<file path="src/design/idru_pkg.sv">
// Shared constants, types and the one-bit division step of the integer divide unit.
package idru_pkg;

  // Operand and operation widths.
  localparam int unsigned DataWidth = 32;
  localparam int unsigned OpWidth   = 3;

  // Number of quotient bits that each pipeline stage resolves.
  localparam int unsigned DefaultBitsPerStage = 2;

  // Operation codes. The codes below these four select no operation and return zero.
  localparam logic [OpWidth-1:0] OpDiv  = 3'b100;
  localparam logic [OpWidth-1:0] OpDivu = 3'b101;
  localparam logic [OpWidth-1:0] OpRem  = 3'b110;
  localparam logic [OpWidth-1:0] OpRemu = 3'b111;

  // Fixed results for a signed and an unsigned divide by zero.
  localparam logic [DataWidth-1:0] DivZeroSigned   = 32'h7FFF_FFFF;
  localparam logic [DataWidth-1:0] DivZeroUnsigned = 32'hFFFF_FFFF;

  // Per-transaction control that travels down the pipeline with the data.
  typedef struct packed {
    logic is_rem;       // Deliver the remainder rather than the quotient.
    logic negate;       // Negate the magnitude result at the end.
    logic div_zero_s;   // Signed divide by zero: force the saturated value.
    logic zero_result;  // Unused operation code: the result is zero.
  } ctrl_t;

  // Partial remainder and quotient shift register of one division step.
  typedef struct packed {
    logic [DataWidth-1:0] rem;
    logic [DataWidth-1:0] quo;
  } step_t;

  // One restoring division step: shift the next dividend bit into the partial
  // remainder, try to subtract the divisor and shift the outcome into the quotient.
  function automatic step_t div_step(input step_t cur, input logic [DataWidth-1:0] dsr);
    logic [DataWidth:0] trial;
    logic [DataWidth:0] diff;
    step_t              nxt;
    trial = {cur.rem, cur.quo[DataWidth-1]};
    diff  = trial - {1'b0, dsr};
    if (diff[DataWidth]) begin
      nxt.rem = trial[DataWidth-1:0];
      nxt.quo = {cur.quo[DataWidth-2:0], 1'b0};
    end else begin
      nxt.rem = diff[DataWidth-1:0];
      nxt.quo = {cur.quo[DataWidth-2:0], 1'b1};
    end
    return nxt;
  endfunction

endpackage

</file>
<file path="src/design/integer_divide_remainder_unit.sv">
// Pipelined 32-bit signed and unsigned divide and remainder unit.
// The unit accepts one transaction per clock cycle while in_stall_o is low, and
// each result passes through these registers in order, with two quotient bits per
// stage by default: one register stage forms the operand magnitudes,
// 32 / BitsPerStage stages each run BitsPerStage restoring subtract steps, and a
// final output register applies the sign and the special cases. Operation codes
// are 4 signed divide, 5 unsigned divide, 6 signed remainder and 7 unsigned
// remainder; codes 0 to 3 return zero. Quotients truncate toward zero and a signed
// remainder takes the sign of the dividend. A divide by zero returns 0x7FFFFFFF
// when signed and all ones when unsigned, a remainder by zero returns the dividend,
// and the most negative value divided by minus one gives itself as quotient and
// zero as remainder. Every stage holds its own valid bit and moves forward whenever
// the stage after it has room, so a stalled output only backs up the pipeline as
// far as needed, and bubbles are squeezed out.
module integer_divide_remainder_unit #(
  parameter int unsigned BitsPerStage = idru_pkg::DefaultBitsPerStage
) (
  input  logic                               clk_i,
  input  logic                               rst_ni,
  input  logic                               in_valid_i,
  output logic                               in_stall_o,
  input  logic [idru_pkg::OpWidth-1:0]       operation_i,
  input  logic [idru_pkg::DataWidth-1:0]     dividend_i,
  input  logic [idru_pkg::DataWidth-1:0]     divisor_i,
  output logic                               out_valid_o,
  input  logic                               out_stall_i,
  output logic [idru_pkg::DataWidth-1:0]     result_o
);
  import idru_pkg::*;

  localparam int unsigned NumStages = DataWidth / BitsPerStage;

  // Pipeline registers: entry stage 0 and division stages 1 to NumStages.
  logic                 valid_q [NumStages+1];
  ctrl_t                ctrl_q  [NumStages+1];
  step_t                step_q  [NumStages+1];
  logic [DataWidth-1:0] dsr_q   [NumStages+1];

  // Output register.
  logic                 out_valid_q;
  logic [DataWidth-1:0] result_q;

  // A stage may load when it is empty or when its content moves on.
  logic [NumStages+1:0] load;

  always_comb begin
    load[NumStages+1] = !out_valid_q || !out_stall_i;
    for (int k = NumStages; k >= 0; k--) begin
      load[k] = !valid_q[k] || load[k+1];
    end
  end

  assign in_stall_o = !load[0];

  // Decode the operation and form the operand magnitudes on entry.
  logic                 is_div;
  logic                 is_rem;
  logic                 is_signed;
  logic                 a_neg;
  logic                 b_neg;
  ctrl_t                entry_ctrl;
  logic [DataWidth-1:0] mag_a;
  logic [DataWidth-1:0] mag_b;

  always_comb begin
    is_div    = (operation_i == OpDiv) || (operation_i == OpDivu);
    is_rem    = (operation_i == OpRem) || (operation_i == OpRemu);
    is_signed = (operation_i == OpDiv) || (operation_i == OpRem);
    a_neg     = is_signed && dividend_i[DataWidth-1];
    b_neg     = is_signed && divisor_i[DataWidth-1];
    mag_a     = a_neg ? (DataWidth'(0) - dividend_i) : dividend_i;
    mag_b     = b_neg ? (DataWidth'(0) - divisor_i) : divisor_i;
    entry_ctrl.is_rem      = is_rem;
    entry_ctrl.negate      = is_rem ? a_neg : (a_neg ^ b_neg);
    entry_ctrl.div_zero_s  = (operation_i == OpDiv) && (divisor_i == '0);
    entry_ctrl.zero_result = !(is_div || is_rem);
  end

  // Entry stage: valid bit.
  always_ff @(posedge clk_i or negedge rst_ni) begin
    if (!rst_ni) begin
      valid_q[0] <= 1'b0;
    end else if (load[0]) begin
      valid_q[0] <= in_valid_i;
    end
  end

  // Entry stage: payload. The dividend magnitude starts in the quotient register
  // and is shifted out into the partial remainder one bit per step.
  always_ff @(posedge clk_i) begin
    if (load[0] && in_valid_i) begin
      ctrl_q[0]     <= entry_ctrl;
      step_q[0].rem <= '0;
      step_q[0].quo <= mag_a;
      dsr_q[0]      <= mag_b;
    end
  end

  // Division stages, each resolving BitsPerStage quotient bits.
  for (genvar k = 1; k <= NumStages; k++) begin : g_stage
    step_t step_d;

    always_comb begin
      step_t cur;
      cur = step_q[k-1];
      for (int b = 0; b < BitsPerStage; b++) begin
        cur = div_step(cur, dsr_q[k-1]);
      end
      step_d = cur;
    end

    always_ff @(posedge clk_i or negedge rst_ni) begin
      if (!rst_ni) begin
        valid_q[k] <= 1'b0;
      end else if (load[k]) begin
        valid_q[k] <= valid_q[k-1];
      end
    end

    always_ff @(posedge clk_i) begin
      if (load[k] && valid_q[k-1]) begin
        ctrl_q[k] <= ctrl_q[k-1];
        step_q[k] <= step_d;
        dsr_q[k]  <= dsr_q[k-1];
      end
    end
  end

  // Final selection: quotient or remainder, sign, and the fixed special results.
  logic [DataWidth-1:0] mag_res;
  logic [DataWidth-1:0] result_d;

  always_comb begin
    mag_res = ctrl_q[NumStages].is_rem ? step_q[NumStages].rem : step_q[NumStages].quo;
    if (ctrl_q[NumStages].zero_result) begin
      result_d = '0;
    end else if (ctrl_q[NumStages].div_zero_s) begin
      result_d = DivZeroSigned;
    end else if (ctrl_q[NumStages].negate) begin
      result_d = DataWidth'(0) - mag_res;
    end else begin
      result_d = mag_res;
    end
  end

  // Output register: valid bit.
  always_ff @(posedge clk_i or negedge rst_ni) begin
    if (!rst_ni) begin
      out_valid_q <= 1'b0;
    end else if (load[NumStages+1]) begin
      out_valid_q <= valid_q[NumStages];
    end
  end

  // Output register: result.
  always_ff @(posedge clk_i) begin
    if (load[NumStages+1] && valid_q[NumStages]) begin
      result_q <= result_d;
    end
  end

  assign out_valid_o = out_valid_q;
  assign result_o    = result_q;

endmodule

</file>
<file path="config.mk">
export PLATFORM = sky130hd
export DESIGN_NAME = integer_divide_remainder_unit
export DESIGN_NICKNAME = d
export VERILOG_FILES = /design/src/design/idru_pkg.sv /design/src/design/integer_divide_remainder_unit.sv
export SDC_FILE = /design/constraint.sdc
export NUM_CORES = 2
export LEC_CHECK = 0
export BUFFER_PORTS_ARGS = -buffer_cell sky130_fd_sc_hd__buf_2
export CORE_ASPECT_RATIO = 1.2
export CORE_UTILIZATION = 44
export CTS_CLUSTER_DIAMETER = 120
export DETAILED_ROUTE_END_ITERATION = 10
export SKIP_LAST_GASP = 1
export SLEW_MARGIN = 10
export SYNTH_ARGS = -nofsm -noshare
export SYNTH_HDL_FRONTEND = slang
export SYNTH_SLANG_ARGS = --single-unit
</file>
<file path="constraint.sdc">
create_clock -name clk_i -period 19.4 [get_ports clk_i]
set_clock_uncertainty 0.2 [all_clocks]
set_input_delay 0.97 -clock clk_i [delete_from_list [all_inputs] [get_ports clk_i]]
set_output_delay 0.97 -clock clk_i [all_outputs]
set_load 0.005 [all_outputs]
</file>
==> metrics.txt <==
Peak Freq=115 MHz; Crit. End Element=flop; xor and xnor area share after synthesis=7.20%; post-synthesis compound-gate area fraction=16.7%; synthesized cell area=114,000 um2; worst reg-to-reg setup slack=10.67 ns; number of synthesized flops with an enable pin=1,668; fin. max-slew vios=0; area grow syn2layout=9.58%; Hold Violations, Final=0; drt first pass iters=6; Worst-path clk slew=0.06 ns; critical path's slowest cell=a2111oi_0; # nets final=11,900; effective utilization at floorplan=44.4%; top_reg_cell synth=edfxtp_1; fill count=23,200; final setup vio count=0; CP required=19.76 ns; status=complete, no violations; period utilization=45.0%; Synth Register Bits=1,686; Tightest Hold Check Type=in2reg; fraction of layout cells with a size suffix above 1=10.4%; final critical-path required period=8.73 ns; Critical Path AT=9.09 ns; total wire length=278 mm; routability-driven placement congestion ratio=0.910; Register Area=50,500 um2; vias in the first global route=79,900; initial antenna violation count=2; Final ANT Viol Nets=0; Synth async-reset ratio=1.07%; Die Area=260,000 um2; H-tree levels=4; fraction of the mapped netlist area in simple logic gates=9.60%; post-DR wirelength/cell=19.4 um; Setup CP Type=reg2reg; Via Count=80,400; worst-margin pin slew=1.17 ns; Die Y-Extent=559 um; mux contribution to synthesized area=6.99%; relative slew slack=21.7%; Rows=203; GRT Total Usage=20.7%; CTS Buf Count=189; Max clock buf depth=4; clk root buf=clkbuf_16; worst skew pair latency=0.88 ns; Adder-Cell Fraction of Synth Area=11.6%; Vias/cell=5.62; Sink Count=1,686; syn_area_per_cell=10.7 um2; dpl cells=14,000; footprint of the multi-input gates=59,600 um2; DR iter-0 viols=4,538; first-pass GRT wire length=430 mm; post-cts sizing count=0; final core utilization=48.7%; hpwl dp=218 mm; Ports=105; post-synthesis cell type count=112; Mapped Cells=10,600; I/O Buffers=104; yosys warns=0; Setup TNS=0 ns; CP max stage delay=0.92 ns; TritonCTS clock tree=done; CP Launch Type=flop; CORE AREA=256,000 um2; Die W=466 um; post-route insts no fill=14,300; Residual DRC=0; Seq/Total Area, Yosys=44.5%; Max FO, Critical Path=54; RSZ-0062 raised after global routing=no; largest family of logic cells by synthesized area=compound AO/OA/AOI/OAI gates; Max Cap Viol=0; total grt overflow=0; hold_ws=0.102 ns; largest net degree at the start of global routing=80
## cell type report
class                           instances  share of cell area [%]
Clock inverter                        131                    1.07
Inverter                              800                    2.41
Sequential cell                      1686                    40.6
Clock buffer                          207                    3.89
Antenna cell                            1                 0.00201
Timing Repair Buffer                  164                   0.782
Multi-Input combinational cell       7936                    47.8
Tap cell                             3382                    3.40
## repair_timing
| item | in CTS | in global routing |
|---|---|---|
| endpoints found under the setup margin | 0 | 0 |
| setup buffers | 0 | 0 |
| endpoints found under the hold margin | 18 | 0 |
| hold buffers | 1 | 0 |
## path summary, 6_finish.rpt
check                                    startpoint  cells after the start                        to
max                         step_q[5][31]$_DFFE_PP_                     28   step_q[6][51]$_DFFE_PP_
min                                      in_valid_i                      2   valid_q[16]$_DFFE_PN0N_
max reg2reg                 step_q[5][31]$_DFFE_PP_                     28   step_q[6][51]$_DFFE_PP_
min reg2reg                step_q[10][10]$_DFFE_PP_                      0  step_q[11][12]$_DFFE_PP_
max in group asynchronous                    rst_ni                      2   valid_q[15]$_DFFE_PN0P_
min in group asynchronous                    rst_ni                      2    valid_q[0]$_DFFE_PN0P_
## per-stage QoR
| stage | area [um2] | setup slack [ns] |
|---|---|---|
| floorplan | 114000 | 9.52 |
| global placement | 118000 | 10.84 |
| detailed placement | 118000 | 10.79 |
| CTS | 124000 | 10.74 |
| global route | 124000 | 10.05 |
| finish | 124000 | 10.67 |
## critical path: cells and delay by family (launching register included)
kind / cells / cell delay (ns)
adder cells (fa/ha/maj): 3 / 0.91
multiplexers: 2 / 0.73
AO/OA/AOI/OAI: 16 / 4.54
XOR/XNOR: 1 / 0.16
buffers and inverters: 5 / 1.25
flip-flops: 1 / 0.35
AND/OR/NAND/NOR: 1 / 0.31
## sequential cells by signal, summed over array words and instances (netlist names)
register     count
ctrl_q          68
dsr_q          512
out_valid_o      1
result_o        32
step_q        1056
valid_q         17
## metal layers
metal  wire length [um]  GRT usage (%)
met3               8490           2.05
met4               9500           7.04
met1             108000           23.0
met2             151000           40.4
met5                  0              0
## cell families after synthesis
kind of cell,Yosys count
AND/OR/NAND/NOR,2276
XOR/XNOR,923
multiplexers,699
adder cells (fa/ha/maj),1032
flip-flops,1686
AO/OA/AOI/OAI,2991
buffers and inverters,995
other,1
## Yosys cell counts, drive strengths merged, types with 35 or more instances
cell type	number	area [um2]
a21boi	36	270
a31oi	90	569
and2	63	394
ha	997	12500
o31ai	75	568
mux2i	94	941
nand3	150	751
or2	37	231
and3	86	538
a21o	486	3650
nand2b	180	1130
a211o	35	307
a211oi	99	758
buf	67	434
o21a	154	1160
nor2	576	2160
edfxtp	1668	50100
o211ai	47	353
xnor2	618	5460
inv	800	3000
mux2	605	7000
nor2b	148	926
o21ai	686	3430
clkbuf	128	480
o21bai	115	871
or3	42	263
xor2	305	2720
a21oi	902	4530
nand2	685	2570
nor3	131	656
nand4	75	475
## cell usage in the layout, fill, tap and decap left out, types with 31 or more instances in the layout
cell,synthesis,routed
a211o_1,35,35
a211oi_1,96,96
a21boi_0,33,31
a21o_1,486,486
a21oi_1,898,898
a31oi_1,89,88
and2_1,63,54
and3_1,86,86
buf_2,38,104
buf_4,10,59
clkbuf_16,0,191
clkinv_1,0,37
edfxtp_1,1668,1668
fa_1,31,31
ha_1,997,997
inv_1,792,792
mux2_1,73,73
mux2_2,482,482
mux2_4,50,50
mux2i_1,94,94
nand2_1,685,685
nand2b_1,180,180
nand3_1,150,150
nand4_1,74,74
nor2_1,576,576
nor2b_1,148,142
nor3_1,131,130
o211ai_1,47,47
o21a_1,154,154
o21ai_0,667,667
o21bai_1,113,113
o31ai_1,74,74
or2_2,37,37
or3_1,42,42
xnor2_1,613,605
xor2_1,300,294
Power is left out: the tool's default activity adds up to more than one toggle a clock period on the data nets, which glitch-free logic cannot reach.
